### config.mk
export PLATFORM = sky130hd
export DESIGN_NAME = hmac_sha256_engine
export DESIGN_NICKNAME = d
export VERILOG_FILES = /design/src/rtl/core/hs_pkg.sv /design/src/rtl/core/hs_buf.sv /design/src/rtl/core/hs_core.sv /design/src/rtl/core/hmac_sha256_engine.sv
export VERILOG_INCLUDE_DIRS = /design/src /design/src/rtl/core
export SDC_FILE = /design/constraint.sdc
export NUM_CORES = 2
export LEC_CHECK = 0
export BUFFER_PORTS_ARGS = -buffer_cell sky130_fd_sc_hd__buf_2
export CORE_MARGIN = 2
export CORE_UTILIZATION = 60
export CTS_BUF_LIST = sky130_fd_sc_hd__clkbuf_16
export CTS_CLUSTER_SIZE = 24
export DETAILED_ROUTE_END_ITERATION = 16
export PLACE_DENSITY = 0.76
export SYNTH_ARGS = -nofsm -noshare
export SYNTH_HDL_FRONTEND = slang
export SYNTH_SLANG_ARGS = --single-unit
### constraint.sdc
create_clock -name clk -period 28.6 [get_ports clk]
set_input_delay 1.43 -clock clk [delete_from_list [all_inputs] [get_ports clk]]
set_output_delay 1.43 -clock clk [all_outputs]
set_load 0.005 [all_outputs]
### src/rtl/core/hmac_sha256_engine_macros.svh
// Assertion macros for the HMAC-SHA256 engine.
// Included by hs_core and hmac_sha256_engine; no other dependencies.
`ifndef HMAC_SHA256_ENGINE_MACROS_SVH
`define HMAC_SHA256_ENGINE_MACROS_SVH

// same-cycle implication
`define HS_ASSERT_IMP(lbl, ck, rn, ante, cons, msg) \
    lbl: assert property (@(posedge ck) disable iff (!rn) (ante) |-> (cons)) \
        else $error(msg);

// next-cycle implication
`define HS_ASSERT_NXT(lbl, ck, rn, ante, cons, msg) \
    lbl: assert property (@(posedge ck) disable iff (!rn) (ante) |=> (cons)) \
        else $error(msg);

`endif

### src/rtl/core/hs_pkg.sv
// Shared types, constants and functions for the HMAC-SHA256 engine.
// No dependencies; imported by hs_core, hs_buf and hmac_sha256_engine.
package hs_pkg;

    localparam logic [31:0] SHA_K [64] = '{
        32'h428a2f98, 32'h71374491, 32'hb5c0fbcf, 32'he9b5dba5,
        32'h3956c25b, 32'h59f111f1, 32'h923f82a4, 32'hab1c5ed5,
        32'hd807aa98, 32'h12835b01, 32'h243185be, 32'h550c7dc3,
        32'h72be5d74, 32'h80deb1fe, 32'h9bdc06a7, 32'hc19bf174,
        32'he49b69c1, 32'hefbe4786, 32'h0fc19dc6, 32'h240ca1cc,
        32'h2de92c6f, 32'h4a7484aa, 32'h5cb0a9dc, 32'h76f988da,
        32'h983e5152, 32'ha831c66d, 32'hb00327c8, 32'hbf597fc7,
        32'hc6e00bf3, 32'hd5a79147, 32'h06ca6351, 32'h14292967,
        32'h27b70a85, 32'h2e1b2138, 32'h4d2c6dfc, 32'h53380d13,
        32'h650a7354, 32'h766a0abb, 32'h81c2c92e, 32'h92722c85,
        32'ha2bfe8a1, 32'ha81a664b, 32'hc24b8b70, 32'hc76c51a3,
        32'hd192e819, 32'hd6990624, 32'hf40e3585, 32'h106aa070,
        32'h19a4c116, 32'h1e376c08, 32'h2748774c, 32'h34b0bcb5,
        32'h391c0cb3, 32'h4ed8aa4a, 32'h5b9cca4f, 32'h682e6ff3,
        32'h748f82ee, 32'h78a5636f, 32'h84c87814, 32'h8cc70208,
        32'h90befffa, 32'ha4506ceb, 32'hbef9a3f7, 32'hc67178f2
    };

    localparam logic [31:0] SHA_IV [8] = '{
        32'h6a09e667, 32'hbb67ae85, 32'h3c6ef372, 32'ha54ff53a,
        32'h510e527f, 32'h9b05688c, 32'h1f83d9ab, 32'h5be0cd19
    };

    localparam logic [7:0] IPAD = 8'h36;
    localparam logic [7:0] OPAD = 8'h5c;

    typedef struct packed {
        logic        blk_we;
        logic        key_we;
        logic        key_clr_hi;
        logic        key_clr_all;
        logic [3:0]  addr;
        logic [31:0] wdata;
    } mem_req_t;

    typedef struct packed {
        logic load;
        logic start;
        logic use_iv;
    } core_ctl_t;

    function automatic logic [31:0] big_sig0(input logic [31:0] x);
        return {x[1:0], x[31:2]} ^ {x[12:0], x[31:13]} ^ {x[21:0], x[31:22]};
    endfunction

    function automatic logic [31:0] big_sig1(input logic [31:0] x);
        return {x[5:0], x[31:6]} ^ {x[10:0], x[31:11]} ^ {x[24:0], x[31:25]};
    endfunction

    function automatic logic [31:0] sml_sig0(input logic [31:0] x);
        return {x[6:0], x[31:7]} ^ {x[17:0], x[31:18]} ^ {3'b000, x[31:3]};
    endfunction

    function automatic logic [31:0] sml_sig1(input logic [31:0] x);
        return {x[16:0], x[31:17]} ^ {x[18:0], x[31:19]} ^ {10'h000, x[31:10]};
    endfunction

endpackage

### src/rtl/core/hs_buf.sv
// Key block and message block memories, 16 x 32 each, with registered read.
// Depends on hs_pkg; key entries read as zero until written.
module hs_buf (
    input  logic             clk,
    input  logic             rst_n,
    input  hs_pkg::mem_req_t req,
    output logic [31:0]      blk_rdata,
    output logic [31:0]      key_rdata
);
    import hs_pkg::*;

    logic [31:0] blk_mem [16];
    logic [31:0] key_mem [16];
    logic [31:0] blk_rd_reg;
    logic [31:0] key_rd_reg;
    logic [15:0] key_vld_reg;
    logic [15:0] key_vld_next;
    logic        rd_vld_reg;

    always_ff @(posedge clk)
    begin
        if (req.blk_we)
        begin
            blk_mem[req.addr] <= req.wdata;
        end
        if (req.key_we)
        begin
            key_mem[req.addr] <= req.wdata;
        end
        blk_rd_reg <= blk_mem[req.addr];
        key_rd_reg <= key_mem[req.addr];
    end

    always_comb
    begin
        key_vld_next = key_vld_reg;
        if (req.key_we)
        begin
            key_vld_next[req.addr] = 1'b1;
        end
        if (req.key_clr_hi)
        begin
            key_vld_next[15:8] = 8'h00;
        end
        if (req.key_clr_all)
        begin
            key_vld_next = 16'h0000;
        end
    end

    always_ff @(posedge clk or negedge rst_n)
    begin
        if (!rst_n)
        begin
            key_vld_reg <= 16'h0000;
            rd_vld_reg  <= 1'b0;
        end
        else
        begin
            key_vld_reg <= key_vld_next;
            rd_vld_reg  <= key_vld_reg[req.addr];
        end
    end

    assign blk_rdata = blk_rd_reg;
    assign key_rdata = rd_vld_reg ? key_rd_reg : 32'h0;

endmodule

### src/rtl/core/hs_core.sv
// SHA-256 compression unit: 16-word schedule window, one round per cycle.
// Depends on hs_pkg; holds the chaining value and exposes it by word index.
`include "hmac_sha256_engine_macros.svh"
module hs_core (
    input  logic              clk,
    input  logic              rst_n,
    input  hs_pkg::core_ctl_t ctl,
    input  logic [31:0]       load_word,
    input  logic [2:0]        h_idx,
    output logic [31:0]       h_word,
    output logic              done
);
    import hs_pkg::*;

    logic [31:0] w_reg [16];
    logic [31:0] v_reg [8];
    logic [31:0] h_reg [8];
    logic [5:0]  rnd_reg;
    logic        busy_reg;
    logic        fin_reg;
    logic        done_reg;
    logic [31:0] w_new;
    logic [31:0] t1;
    logic [31:0] t2;
    logic [31:0] ch;
    logic [31:0] maj;

    always_comb
    begin
        w_new = sml_sig1(w_reg[14]) + w_reg[9] + sml_sig0(w_reg[1]) + w_reg[0];
        ch    = (v_reg[4] & v_reg[5]) ^ (~v_reg[4] & v_reg[6]);
        maj   = (v_reg[0] & v_reg[1]) ^ (v_reg[0] & v_reg[2]) ^ (v_reg[1] & v_reg[2]);
        t1    = v_reg[7] + big_sig1(v_reg[4]) + ch + SHA_K[rnd_reg] + w_reg[0];
        t2    = big_sig0(v_reg[0]) + maj;
    end

    always_ff @(posedge clk)
    begin
        if (ctl.load)
        begin
            for (int i = 0; i < 15; i++)
            begin
                w_reg[i] <= w_reg[i+1];
            end
            w_reg[15] <= load_word;
        end
        else if (busy_reg)
        begin
            for (int i = 0; i < 15; i++)
            begin
                w_reg[i] <= w_reg[i+1];
            end
            w_reg[15] <= w_new;
        end
        if (ctl.start)
        begin
            for (int i = 0; i < 8; i++)
            begin
                v_reg[i] <= ctl.use_iv ? SHA_IV[i] : h_reg[i];
                h_reg[i] <= ctl.use_iv ? SHA_IV[i] : h_reg[i];
            end
        end
        else if (busy_reg)
        begin
            v_reg[7] <= v_reg[6];
            v_reg[6] <= v_reg[5];
            v_reg[5] <= v_reg[4];
            v_reg[4] <= v_reg[3] + t1;
            v_reg[3] <= v_reg[2];
            v_reg[2] <= v_reg[1];
            v_reg[1] <= v_reg[0];
            v_reg[0] <= t1 + t2;
        end
        else if (fin_reg)
        begin
            for (int i = 0; i < 8; i++)
            begin
                h_reg[i] <= h_reg[i] + v_reg[i];
            end
        end
    end

    always_ff @(posedge clk or negedge rst_n)
    begin
        if (!rst_n)
        begin
            rnd_reg  <= 6'd0;
            busy_reg <= 1'b0;
            fin_reg  <= 1'b0;
            done_reg <= 1'b0;
        end
        else
        begin
            done_reg <= fin_reg;
            fin_reg  <= 1'b0;
            if (ctl.start)
            begin
                busy_reg <= 1'b1;
                rnd_reg  <= 6'd0;
            end
            else if (busy_reg)
            begin
                rnd_reg <= rnd_reg + 6'd1;
                if (rnd_reg == 6'd63)
                begin
                    busy_reg <= 1'b0;
                    fin_reg  <= 1'b1;
                end
            end
        end
    end

    assign h_word = h_reg[h_idx];
    assign done   = done_reg;

    `HS_ASSERT_IMP(a_start_idle, clk, rst_n, ctl.start, !busy_reg && !fin_reg, "start while busy")
    `HS_ASSERT_IMP(a_load_idle, clk, rst_n, ctl.load, !busy_reg, "load during rounds")
    `HS_ASSERT_NXT(a_last_round, clk, rst_n, busy_reg && rnd_reg == 6'd63, fin_reg, "no final add")
    `HS_ASSERT_NXT(a_fin_done, clk, rst_n, fin_reg, done_reg && !busy_reg, "no done after add")

endmodule

### src/rtl/core/hmac_sha256_engine.sv
// HMAC-SHA256 engine top level: input sequencer, padding and output stage.
// Depends on hs_pkg, hs_buf, hs_core and hmac_sha256_engine_macros.svh.
//
// Usage: key items (func = 0) are sent first, closed by an item with last = 1;
// message items (func = 1) follow, again closed by last = 1. byte_valid = 0 with
// last = 1 closes an empty part. Items of the wrong part are taken and dropped.
// A full 64-byte block starts a compression: its words are loaded into the
// schedule window, then the single round unit runs the rounds and adds the
// result into the chaining value. Closing a part pads byte by byte before
// its last compression. After the message closes, the MAC needs 3 or 4
// compressions plus padding, then leaves as eight 32-bit
// words, most significant first, last_word set on the eighth. in_ready is low
// while the engine works or while results are pending; a stalled receiver
// holds the current word in the output register. After the eighth word is
// taken, the engine clears its key and counters and waits for a new key.
// Reset clears the key block and all control state at once; no clearing pass.
`include "hmac_sha256_engine_macros.svh"
module hmac_sha256_engine (
    input  logic        clk,
    input  logic        rst_n,
    input  logic        in_valid,
    output logic        in_ready,
    input  logic        func,
    input  logic [7:0]  data_byte,
    input  logic        byte_valid,
    input  logic        last,
    output logic        out_valid,
    input  logic        out_ready,
    output logic [31:0] digest_word,
    output logic        last_word
);
    import hs_pkg::*;

    localparam logic [3:0] S_IDLE  = 4'd0;
    localparam logic [3:0] S_LOAD  = 4'd1;
    localparam logic [3:0] S_RUN   = 4'd2;
    localparam logic [3:0] S_PAD   = 4'd3;
    localparam logic [3:0] S_LEN   = 4'd4;
    localparam logic [3:0] S_KEYWR = 4'd5;
    localparam logic [3:0] S_INWR  = 4'd6;
    localparam logic [3:0] S_OUT   = 4'd7;

    localparam logic [1:0] PH_KEY  = 2'd0;
    localparam logic [1:0] PH_LKEY = 2'd1;
    localparam logic [1:0] PH_MSG  = 2'd2;

    localparam logic [1:0] ST_LKEY  = 2'd0;
    localparam logic [1:0] ST_INNER = 2'd1;
    localparam logic [1:0] ST_OUTER = 2'd2;

    localparam logic [1:0] NX_IDLE  = 2'd0;
    localparam logic [1:0] NX_PAD   = 2'd1;
    localparam logic [1:0] NX_FINAL = 2'd2;

    localparam logic SRC_BLK = 1'b0;
    localparam logic SRC_KEY = 1'b1;

    logic [3:0]  state_reg, state_next;
    logic [1:0]  phase_reg, phase_next;
    logic [1:0]  stage_reg, stage_next;
    logic [1:0]  nx_reg, nx_next;
    logic        src_reg, src_next;
    logic [7:0]  pad_reg, pad_next;
    logic        iv_reg, iv_next;
    logic        first_reg, first_next;
    logic [4:0]  cnt_reg, cnt_next;
    logic [6:0]  fill_reg, fill_next;
    logic [63:0] bc_reg, bc_next;
    logic [63:0] klen_reg, klen_next;
    logic [31:0] acc_reg, acc_next;
    logic        ov_reg, ov_next;
    logic [31:0] dw_reg, dw_next;
    logic        lw_reg, lw_next;

    mem_req_t    req;
    core_ctl_t   cctl;
    logic [31:0] cword;
    logic [31:0] blk_rdata;
    logic [31:0] key_rdata;
    logic [31:0] h_word;
    logic        core_done;
    logic [7:0]  pb;
    logic [31:0] acc_p;
    logic [31:0] acc_k;
    logic        key_item;
    logic        msg_item;
    logic        go36;

    function automatic logic [31:0] place(input logic [31:0] acc, input logic [1:0] idx,
                                          input logic [7:0] b);
        logic [31:0] r;
        case (idx)
            2'd0:    r = {b, 24'h0};
            2'd1:    r = {acc[31:24], b, 16'h0};
            2'd2:    r = {acc[31:16], b, 8'h0};
            default: r = {acc[31:8], b};
        endcase
        return r;
    endfunction

    hs_buf u_buf (
        .clk       (clk),
        .rst_n     (rst_n),
        .req       (req),
        .blk_rdata (blk_rdata),
        .key_rdata (key_rdata)
    );

    hs_core u_core (
        .clk       (clk),
        .rst_n     (rst_n),
        .ctl       (cctl),
        .load_word (cword),
        .h_idx     (cnt_reg[2:0]),
        .h_word    (h_word),
        .done      (core_done)
    );

    assign in_ready = (state_reg == S_IDLE);

    always_comb
    begin
        state_next = state_reg;
        phase_next = phase_reg;
        stage_next = stage_reg;
        nx_next    = nx_reg;
        src_next   = src_reg;
        pad_next   = pad_reg;
        iv_next    = iv_reg;
        first_next = first_reg;
        cnt_next   = cnt_reg;
        fill_next  = fill_reg;
        bc_next    = bc_reg;
        klen_next  = klen_reg;
        acc_next   = acc_reg;
        ov_next    = ov_reg;
        dw_next    = dw_reg;
        lw_next    = lw_reg;
        req        = '0;
        cctl       = '0;
        cword      = 32'h0;
        go36       = 1'b0;

        pb       = (state_reg == S_PAD) ? (first_reg ? 8'h80 : 8'h00) : data_byte;
        acc_p    = place(acc_reg, fill_reg[1:0], pb);
        acc_k    = place(acc_reg, klen_reg[1:0], data_byte);
        key_item = (phase_reg != PH_MSG) && !func;
        msg_item = (phase_reg == PH_MSG) && func;

        unique case (state_reg)
            S_IDLE:
            begin
                if (in_valid)
                begin
                    if (key_item && byte_valid)
                    begin
                        klen_next = klen_reg + 64'd1;
                    end
                    if ((key_item && phase_reg == PH_LKEY) || msg_item)
                    begin
                        if (byte_valid)
                        begin
                            acc_next = acc_p;
                            bc_next  = bc_reg + 64'd8;
                            if (fill_reg[1:0] == 2'd3)
                            begin
                                req.blk_we = 1'b1;
                                req.addr   = fill_reg[5:2];
                                req.wdata  = acc_p;
                            end
                            if (fill_reg == 7'd63)
                            begin
                                fill_next  = 7'd0;
                                state_next = S_LOAD;
                                cnt_next   = 5'd0;
                                src_next   = SRC_BLK;
                                iv_next    = 1'b0;
                                nx_next    = last ? NX_PAD : NX_IDLE;
                                first_next = 1'b1;
                            end
                            else
                            begin
                                fill_next = fill_reg + 7'd1;
                                if (last)
                                begin
                                    state_next = S_PAD;
                                    first_next = 1'b1;
                                end
                            end
                        end
                        else if (last)
                        begin
                            state_next = S_PAD;
                            first_next = 1'b1;
                        end
                    end
                    else if (key_item)
                    begin
                        if (byte_valid && klen_reg[63:6] == 58'd0)
                        begin
                            acc_next = acc_k;
                            if (klen_reg[1:0] == 2'd3 || last)
                            begin
                                req.key_we = 1'b1;
                                req.addr   = klen_reg[5:2];
                                req.wdata  = acc_k;
                            end
                            go36 = last;
                        end
                        else if (byte_valid)
                        begin
                            phase_next = PH_LKEY;
                            stage_next = ST_LKEY;
                            acc_next   = {data_byte, 24'h0};
                            fill_next  = 7'd1;
                            bc_next    = 64'd520;
                            state_next = S_LOAD;
                            cnt_next   = 5'd0;
                            src_next   = SRC_KEY;
                            pad_next   = 8'h00;
                            iv_next    = 1'b1;
                            nx_next    = last ? NX_PAD : NX_IDLE;
                            first_next = 1'b1;
                        end
                        else
                        begin
                            // partial key word still in acc
                            if (last && klen_reg[63:6] == 58'd0 && klen_reg[1:0] != 2'd0)
                            begin
                                req.key_we = 1'b1;
                                req.addr   = klen_reg[5:2];
                                req.wdata  = acc_reg;
                            end
                            go36 = last;
                        end
                    end
                end
            end
            S_LOAD:
            begin
                if (cnt_reg != 5'd16)
                begin
                    req.addr = cnt_reg[3:0];
                end
                if (cnt_reg != 5'd0)
                begin
                    cctl.load = 1'b1;
                    cword     = (src_reg == SRC_BLK) ? blk_rdata : (key_rdata ^ {4{pad_reg}});
                end
                if (cnt_reg == 5'd16)
                begin
                    cctl.start  = 1'b1;
                    cctl.use_iv = iv_reg;
                    state_next  = S_RUN;
                    cnt_next    = 5'd0;
                end
                else
                begin
                    cnt_next = cnt_reg + 5'd1;
                end
            end
            S_RUN:
            begin
                if (core_done)
                begin
                    cnt_next = 5'd0;
                    case (nx_reg)
                        NX_IDLE: state_next = S_IDLE;
                        NX_PAD:  state_next = S_PAD;
                        default:
                        begin
                            case (stage_reg)
                                ST_LKEY:  state_next = S_KEYWR;
                                ST_INNER: state_next = S_INWR;
                                default:  state_next = S_OUT;
                            endcase
                        end
                    endcase
                end
            end
            S_PAD:
            begin
                if (!first_reg && fill_reg == 7'd56)
                begin
                    state_next = S_LEN;
                    cnt_next   = 5'd0;
                end
                else
                begin
                    acc_next   = acc_p;
                    first_next = 1'b0;
                    if (fill_reg[1:0] == 2'd3)
                    begin
                        req.blk_we = 1'b1;
                        req.addr   = fill_reg[5:2];
                        req.wdata  = acc_p;
                    end
                    if (fill_reg == 7'd63)
                    begin
                        fill_next  = 7'd0;
                        state_next = S_LOAD;
                        cnt_next   = 5'd0;
                        src_next   = SRC_BLK;
                        iv_next    = 1'b0;
                        nx_next    = NX_PAD;
                    end
                    else
                    begin
                        fill_next = fill_reg + 7'd1;
                    end
                end
            end
            S_LEN:
            begin
                req.blk_we = 1'b1;
                if (cnt_reg == 5'd0)
                begin
                    req.addr  = 4'd14;
                    req.wdata = bc_reg[63:32];
                    cnt_next  = 5'd1;
                end
                else
                begin
                    req.addr   = 4'd15;
                    req.wdata  = bc_reg[31:0];
                    fill_next  = 7'd0;
                    state_next = S_LOAD;
                    cnt_next   = 5'd0;
                    src_next   = SRC_BLK;
                    iv_next    = 1'b0;
                    nx_next    = NX_FINAL;
                end
            end
            S_KEYWR:
            begin
                req.key_we = 1'b1;
                req.addr   = cnt_reg[3:0];
                req.wdata  = h_word;
                cnt_next   = cnt_reg + 5'd1;
                if (cnt_reg == 5'd7)
                begin
                    req.key_clr_hi = 1'b1;
                    go36           = 1'b1;
                end
            end
            S_INWR:
            begin
                req.blk_we = 1'b1;
                req.addr   = cnt_reg[3:0];
                req.wdata  = h_word;
                cnt_next   = cnt_reg + 5'd1;
                if (cnt_reg == 5'd7)
                begin
                    stage_next = ST_OUTER;
                    fill_next  = 7'd32;
                    bc_next    = 64'd768;
                    state_next = S_LOAD;
                    cnt_next   = 5'd0;
                    src_next   = SRC_KEY;
                    pad_next   = OPAD;
                    iv_next    = 1'b1;
                    nx_next    = NX_PAD;
                    first_next = 1'b1;
                end
            end
            S_OUT:
            begin
                if (!ov_reg || out_ready)
                begin
                    if (cnt_reg != 5'd8)
                    begin
                        ov_next  = 1'b1;
                        dw_next  = h_word;
                        lw_next  = (cnt_reg == 5'd7);
                        cnt_next = cnt_reg + 5'd1;
                    end
                    else
                    begin
                        ov_next         = 1'b0;
                        state_next      = S_IDLE;
                        phase_next      = PH_KEY;
                        klen_next       = 64'd0;
                        fill_next       = 7'd0;
                        bc_next         = 64'd0;
                        req.key_clr_all = 1'b1;
                    end
                end
            end
            default:
            begin
                state_next = S_IDLE;
            end
        endcase

        if (go36)
        begin
            state_next = S_LOAD;
            cnt_next   = 5'd0;
            src_next   = SRC_KEY;
            pad_next   = IPAD;
            iv_next    = 1'b1;
            nx_next    = NX_IDLE;
            phase_next = PH_MSG;
            stage_next = ST_INNER;
            fill_next  = 7'd0;
            bc_next    = 64'd512;
        end
    end

    always_ff @(posedge clk or negedge rst_n)
    begin
        if (!rst_n)
        begin
            state_reg <= S_IDLE;
            phase_reg <= PH_KEY;
            stage_reg <= ST_INNER;
            nx_reg    <= NX_IDLE;
            src_reg   <= SRC_BLK;
            pad_reg   <= 8'h00;
            iv_reg    <= 1'b0;
            first_reg <= 1'b0;
            cnt_reg   <= 5'd0;
            fill_reg  <= 7'd0;
            bc_reg    <= 64'd0;
            klen_reg  <= 64'd0;
            ov_reg    <= 1'b0;
        end
        else
        begin
            state_reg <= state_next;
            phase_reg <= phase_next;
            stage_reg <= stage_next;
            nx_reg    <= nx_next;
            src_reg   <= src_next;
            pad_reg   <= pad_next;
            iv_reg    <= iv_next;
            first_reg <= first_next;
            cnt_reg   <= cnt_next;
            fill_reg  <= fill_next;
            bc_reg    <= bc_next;
            klen_reg  <= klen_next;
            ov_reg    <= ov_next;
        end
    end

    always_ff @(posedge clk)
    begin
        acc_reg <= acc_next;
        dw_reg  <= dw_next;
        lw_reg  <= lw_next;
    end

    assign out_valid   = ov_reg;
    assign digest_word = dw_reg;
    assign last_word   = lw_reg;

    `HS_ASSERT_IMP(a_ready_no_out, clk, rst_n, in_ready, !out_valid, "input open with MAC pending")
    `HS_ASSERT_IMP(a_fill_range, clk, rst_n, state_reg == S_IDLE, fill_reg < 7'd64, "fill overflow")
    `HS_ASSERT_IMP(a_last_cnt, clk, rst_n, out_valid && last_word, cnt_reg == 5'd8, "last word early")
    `HS_ASSERT_NXT(a_pad_first, clk, rst_n, first_reg && state_reg == S_PAD, !first_reg, "pad lost")

endmodule

Yosys cells after proc, flatten, opt, wreduce, memory -nomap -nowiden
Memory sizes are Yosys's and may differ from the RTL's. A register that Yosys moved wholly into a read port is not among the register bits.
Index checks and enable logic that the tools add are counted.
{"block": "totals", "ff_bits": 253, "ram_bits": 2048, "rom_bits": 2048, "in_bits": 15, "elab_cells": 477, "mem_count": 6}
{"block": "op_classes", "addsub": 23, "n_lt_le_gt_ge": 3, "n_eq_ne": 58, "mux": 261, "bitwise": 52, "n_reduce_logical": 51}
{"memory": "(name not given)", "words": 64, "width": 32, "rd": 1, "rd_ports_with_merged_regs": 0, "write_ports": 0, "line_no": "hs_core.sv:33", "source": "t1 = v_reg[7] + big_sig1(v_reg[4]) + ch + SHA_K[rnd_reg] + w_reg[0];"}
{"memory": "u_buf.blk_mem", "words": 16, "width": 32, "rd": 1, "rd_ports_with_merged_regs": 1, "write_ports": 1, "line_no": "hs_buf.sv:12", "source": "logic [31:0] blk_mem [16];"}
{"memory": "u_buf.key_mem", "words": 16, "width": 32, "rd": 1, "rd_ports_with_merged_regs": 1, "write_ports": 1, "line_no": "hs_buf.sv:13", "source": "logic [31:0] key_mem [16];"}
{"memory": "u_core.w_reg", "words": 16, "width": 32, "rd": 16, "rd_ports_with_merged_regs": 0, "write_ports": 16, "line_no": "hs_core.sv:15", "source": "logic [31:0] w_reg [16];"}
{"memory": "u_core.h_reg", "words": 8, "width": 32, "rd": 9, "rd_ports_with_merged_regs": 0, "write_ports": 8, "line_no": "hs_core.sv:17", "source": "logic [31:0] h_reg [8];"}
{"memory": "u_core.v_reg", "words": 8, "width": 32, "rd": 8, "rd_ports_with_merged_regs": 0, "write_ports": 8, "line_no": "hs_core.sv:16", "source": "logic [31:0] v_reg [8];"}
{"operator": "$mux 32", "count": 53}
{"operator": "$mux 64", "count": 12}
{"operator": "$add 32x32->32", "count": 18}
{"operator": "$mux 36", "count": 10}
{"operator": "$xor 32x32->32", "count": 10}
{"operator": "$pmux 32 s3", "count": 2}
{"operator": "$pmux 64 s3", "count": 1}
{"operator": "$and 32x32->32", "count": 5}
{"operator": "$pmux 32 s4", "count": 1}
{"operator": "$pmux 64 s2", "count": 1}
{"operator": "$mux 7", "count": 13}
{"operator": "$mux 8", "count": 10}
{"operator": "$mux 1", "count": 72}
{"operator": "$mux 4", "count": 18}
{"operator": "$mux 5", "count": 14}
{"operator": "$add 64x1->64 const B", "count": 1}
{"operator": "$add 64x4->64 const B", "count": 1}
{"operator": "$pmux 32 s2", "count": 1}
{"operator": "$logic_not 58->1", "count": 1}
{"operator": "$mux 2", "count": 29}
{"operator": "$pmux 5 s8", "count": 1}
{"operator": "$pmux 7 s5", "count": 1}
{"operator": "$mux 33", "count": 1}
{"operator": "$ne 3x3->1 const B", "count": 11}
{"operator": "68 further kinds", "count": 161}

Depth between registers and ports, before layout
{"block": "depth", "ltp_word": 18, "depth_mapped": 41}

Modules after synthesis
From an unflattened synthesis, not the netlist that was laid out.
{"block": "hier_totals", "cells_unflattened": 9731, "area_unflattened_um2": 122477.5}
{"module": "hs_core", "instances": 1, "cells_each": 6348, "area_each_um2": 67978.9, "seq_area_each_um2": 30974.7}
{"module": "hs_buf", "instances": 1, "cells_each": 1765, "area_each_um2": 40560.2, "seq_area_each_um2": 32456.1}
{"module": "hmac_sha256_engine", "instances": 1, "cells_each": 1618, "area_each_um2": 13938.4, "seq_area_each_um2": 5781.8}

Worst setup path after synthesis
No wires, ideal clock.
{"block": "synth_timing", "path_kind": "reg2reg", "startpoint": "register cnt_reg[0]", "endpoint": "memory u_core.w_reg[0][0], enable pin", "setup_ns": 0.971, "t_arrival_ns": 14.254, "path_slack_ns": 13.375, "path_stages_with_launch": 12, "n_path_buf": 5, "period_less_slack_ns": 15.225, "path_cell_list": "dfrtp_1 -> clkbuf_1 -> buf_1 -> buf_1 -> clkbuf_1 -> inv_1 -> ha_1 -> nor2b_1 -> nand2_1 -> nand3_1 -> clkbuf_1 -> nand2b_1"}
{"element": "from (decl)", "line_no": "hmac_sha256_engine.sv:66", "source": "logic [4:0] cnt_reg, cnt_next;"}
{"element": "from (signal assigned)", "line_no": "hmac_sha256_engine.sv:438", "source": "cnt_reg <= cnt_next;"}
{"element": "to (decl)", "line_no": "hs_core.sv:15"}

==> impl_metrics.py <==
metrics = {
    "status": {
        "status": "finished clean",
    },
    "critical_path": {
        "critical_path_peak_fanout": 25,
        "largest_stage_delay_on_the_critical_path_ns": 1.00,
        "setup.worst_path.start_class": "flip-flop",
        "path_common_cell": "sky130_fd_sc_hd__fa_1",
        "timing.reg2reg.setup_slack_ns": 17.55,
        "crit_end_element": "flip-flop",
        "worst-endpoint-arrival_ns": 11.62,
        "cp_slowest_cell": "sky130_fd_sc_hd__ha_1",
        "worst-r2r-cell-count": 38,
        "required_ns": 29.17,
        "launch_point_of_the_worst_reg_to_reg_path": "u_core.rnd_reg[1]$_DFFE_PN0P_",
        "reg2reg_to": "u_core.v_reg[0][31]$_DFFE_PP_",
        "path_class": "flip-flop to flip-flop",
    },
    "timing": {
        "final-hold-violation-count": 0,
        "post-route-period-util_pct": 38.6,
        "skew_ns": 0.0776,
        "finalCriticalPeriod_ns": 11.05,
        "slew_worst_pin_ns": 1.25,
        "setup_viol": 0,
        "slew-limit-headroom_pct": 16.5,
        "final-max-slew-violation-count": 0,
        "timing.setup.tns_ns": 0,
        "grt_setup_unrepaired": "no",
        "max_freq_mhz": 90.5,
    },
    "cts": {
        "post-cts-setup-buffer-count": 0,
        "clkSinkCount": 2356,
        "tritoncts_clock_tree": "built",
        "postCtsHoldBufs": 0,
        "clk_pin_slew_worst_paths_ns": 0.07,
        "ctsResizeCount": 0,
        "cts_max_level": 4,
        "ctsRootBufferMaster": "sky130_fd_sc_hd__clkbuf_16",
        "clock_path_buffers": 3,
        "clkLatencyLatePin_ns": 0.92,
        "cts_buffers": 236,
    },
    "routing": {
        "vias_per_cell": 6.61,
        "detail_route_antenna_nets": 0,
        "routed_length_per_instance_um": 26.9,
        "drt-pass1-iter-count": 8,
        "wl_mm": 367,
        "drcViolationCount": 0,
        "detail_route.iter0.violations": 12000,
        "vias": 90100,
    },
    "logic_synthesis": {
        "synth_net_count": 11600,
        "synth_enable_flop_cells": 2113,
        "postSynthCellCount": 10900,
        "post_synth_instance_area_mm2": 0.123,
        "asr_flop_ratio_synth_pct": 7.60,
        "sequential_share_of_the_synthesized_area_pct": 56.4,
        "synth.top_cell.area_share_pct": 51.7,
        "ys_types": 96,
        "synth_top_flop_cell": "sky130_fd_sc_hd__edfxtp_1",
        "ys_top_cells_by_area": "sky130_fd_sc_hd__edfxtp_1 (52%), sky130_fd_sc_hd__nand2_1 (5.4%), sky130_fd_sc_hd__ha_1 (4.1%), sky130_fd_sc_hd__dfrtp_1 (3.6%), sky130_fd_sc_hd__fa_1 (3.2%)",
        "post_synth.cell_area_avg_um2": 11.2,
        "yosys.area.top_type": "sky130_fd_sc_hd__edfxtp_1",
        "synth-seq-cells": 2356,
        "synthesis.yosys.warnings": 0,
    },
    "grt": {
        "grt_pass1_vias": 85500,
        "maximum_number_of_pins_on_one_net_before_global_route_repair": 195,
        "antenna_found_initial": 8,
        "grt_overflow_total": 0,
        "grt_first_pass_wirelength_mm": 542,
        "grt.total_usage_pct": 34.4,
    },
    "min_path": {
        "worstHoldStart": "u_core.w_reg[0][338]$_DFFE_PP_",
        "hp-class": "flip-flop to flip-flop",
        "whs_path_depth": 0,
        "worstHoldEndpoint": "u_core.w_reg[0][306]$_DFFE_PP_",
    },
    "floorplan": {
        "ioPinCount": 50,
        "core.rowCount": 165,
        "die_height_um": 456,
        "die-width_um": 456,
        "initial_utilization_pct": 60.5,
        "core_mm2": 0.203,
        "die_outline_area_mm2": 0.208,
    },
    "cells_and_area": {
        "multi_input_area_mm2": 0.0503,
        "mostFrequentLayoutCells": "sky130_fd_sc_hd__edfxtp_1 (2113), sky130_fd_sc_hd__nand2_1 (1764), sky130_fd_sc_hd__a21oi_1 (727)",
        "sequential_cell_area_mm2": 0.0692,
        "filler_cell_count": 15100,
        "layout_commonest_cell": "sky130_fd_sc_hd__edfxtp_1",
        "area_growth_syn_to_layout_pct": 8.67,
        "finalNetCount": 11400,
        "drive_above_1_share_pct": 7.07,
    },
    "placed_design": {
        "place_hpwl_mm": 243,
        "count_of_buffers_from_port_buffering": 49,
        "finalWeightedCongestion": 0.987,
    },
    "flow_run": {
        "cap_viol_max_count": 0,
    },
}
-- routing by layer --
metal | vias up | routed length (µm) | GRT usage (%)
li1 | 39800 | - | -
met1 | 44300 | 139000 | 46.0
met2 | 5048 | 172000 | 54.7
met3 | 962 | 36200 | 6.27
met4 | 6 | 19000 | 16.1
met5 | - | 30 | 0
-- cells by family (layout without fill, tap and decap cells) --
family	Yosys count	after routing	share of synthesized area, %
and+or+nand+nor	3856	3856	14.0
buffers and inverters	917	926	3.03
AOI/OAI and AO/OA	2379	2379	12.4
xor gates and xnor gates	688	688	4.91
other	1	3	0.00306
adders and majority gates	626	626	7.52
muxes	124	124	1.74
DFF	2356	2356	56.4
-- final cells by class --
type | count | area share, %
diodes | 2 | 0.00375
flip-flops and latches | 2356 | 51.9
clock buffers | 237 | 4.45
inverters | 269 | 0.758
clock inverters | 209 | 1.45
well taps | 2672 | 2.51
multi-input cells | 7674 | 37.7
repair buffers | 211 | 1.18
-- cells in the mapped netlist (54+ instances only) --
cell,n
sky130_fd_sc_hd__a211oi_1,64
sky130_fd_sc_hd__a21o_1,163
sky130_fd_sc_hd__a21oi_1,728
sky130_fd_sc_hd__a221oi_1,63
sky130_fd_sc_hd__a22o_1,60
sky130_fd_sc_hd__a311oi_1,206
sky130_fd_sc_hd__a31oi_1,115
sky130_fd_sc_hd__and3_1,206
sky130_fd_sc_hd__buf_1,77
sky130_fd_sc_hd__buf_2,57
sky130_fd_sc_hd__clkbuf_1,484
sky130_fd_sc_hd__dfrtp_1,178
sky130_fd_sc_hd__dfxtp_1,64
sky130_fd_sc_hd__edfxtp_1,2113
sky130_fd_sc_hd__fa_1,195
sky130_fd_sc_hd__ha_1,405
sky130_fd_sc_hd__inv_1,265
sky130_fd_sc_hd__mux4_2,69
sky130_fd_sc_hd__nand2_1,1767
sky130_fd_sc_hd__nand2b_1,81
sky130_fd_sc_hd__nand3_1,564
sky130_fd_sc_hd__nor2_1,691
sky130_fd_sc_hd__nor2b_1,63
sky130_fd_sc_hd__nor3_1,246
sky130_fd_sc_hd__o211ai_1,54
sky130_fd_sc_hd__o21a_1,57
sky130_fd_sc_hd__o21ai_0,544
sky130_fd_sc_hd__xnor2_1,433
sky130_fd_sc_hd__xor2_1,255
-- worst max-delay path: cells and delay by family, from the launching register on --
family,cells,cell delay [ns]
AOI/OAI and AO/OA,19,4.39
adders and majority gates,8,3.88
and+or+nand+nor,5,0.74
DFF,1,0.32
xor gates and xnor gates,2,0.36
buffers and inverters,4,1.04
-- how the worst max path moves through the flow --
stage | startpoint | to | slack [ns] | cells past startpoint
2_1_floorplan | cnt_reg[0]$_DFFE_PN0P_ | u_core.w_reg[0][0]$_DFFE_PP_ | 13.37 | 11
3_3_place_gp | u_core.rnd_reg[1]$_DFFE_PN0P_ | u_core.v_reg[0][31]$_DFFE_PP_ | 17.70 | 37
3_5_place_dp | u_core.rnd_reg[1]$_DFFE_PN0P_ | u_core.v_reg[0][31]$_DFFE_PP_ | 17.73 | 38
4_1_cts | u_core.rnd_reg[1]$_DFFE_PN0P_ | u_core.v_reg[0][31]$_DFFE_PP_ | 17.64 | 38
5_1_grt | u_core.rnd_reg[1]$_DFFE_PN0P_ | u_core.v_reg[0][31]$_DFFE_PP_ | 16.92 | 38
6_report | u_core.rnd_reg[1]$_DFFE_PN0P_ | u_core.v_reg[0][31]$_DFFE_PP_ | 17.55 | 38
-- stage by stage --
step	worst slack (ns)	utilization, %	hold WS (ns)	area, µm²	instances
finish	17.55	65.8	0.409	133000	13600
global route	16.92	65.8	0.418	133000	13600
CTS	17.64	65.8	0.407	133000	13600
detailed placement	17.73	61.9	0.405	125000	13200
global placement	17.70	61.9	0.400	125000	13200
floorplan	13.37	-	0.355	123000	10900
Power is not shown: default switching activity piles up to over one toggle a cycle in this logic, so the estimate is an artifact.
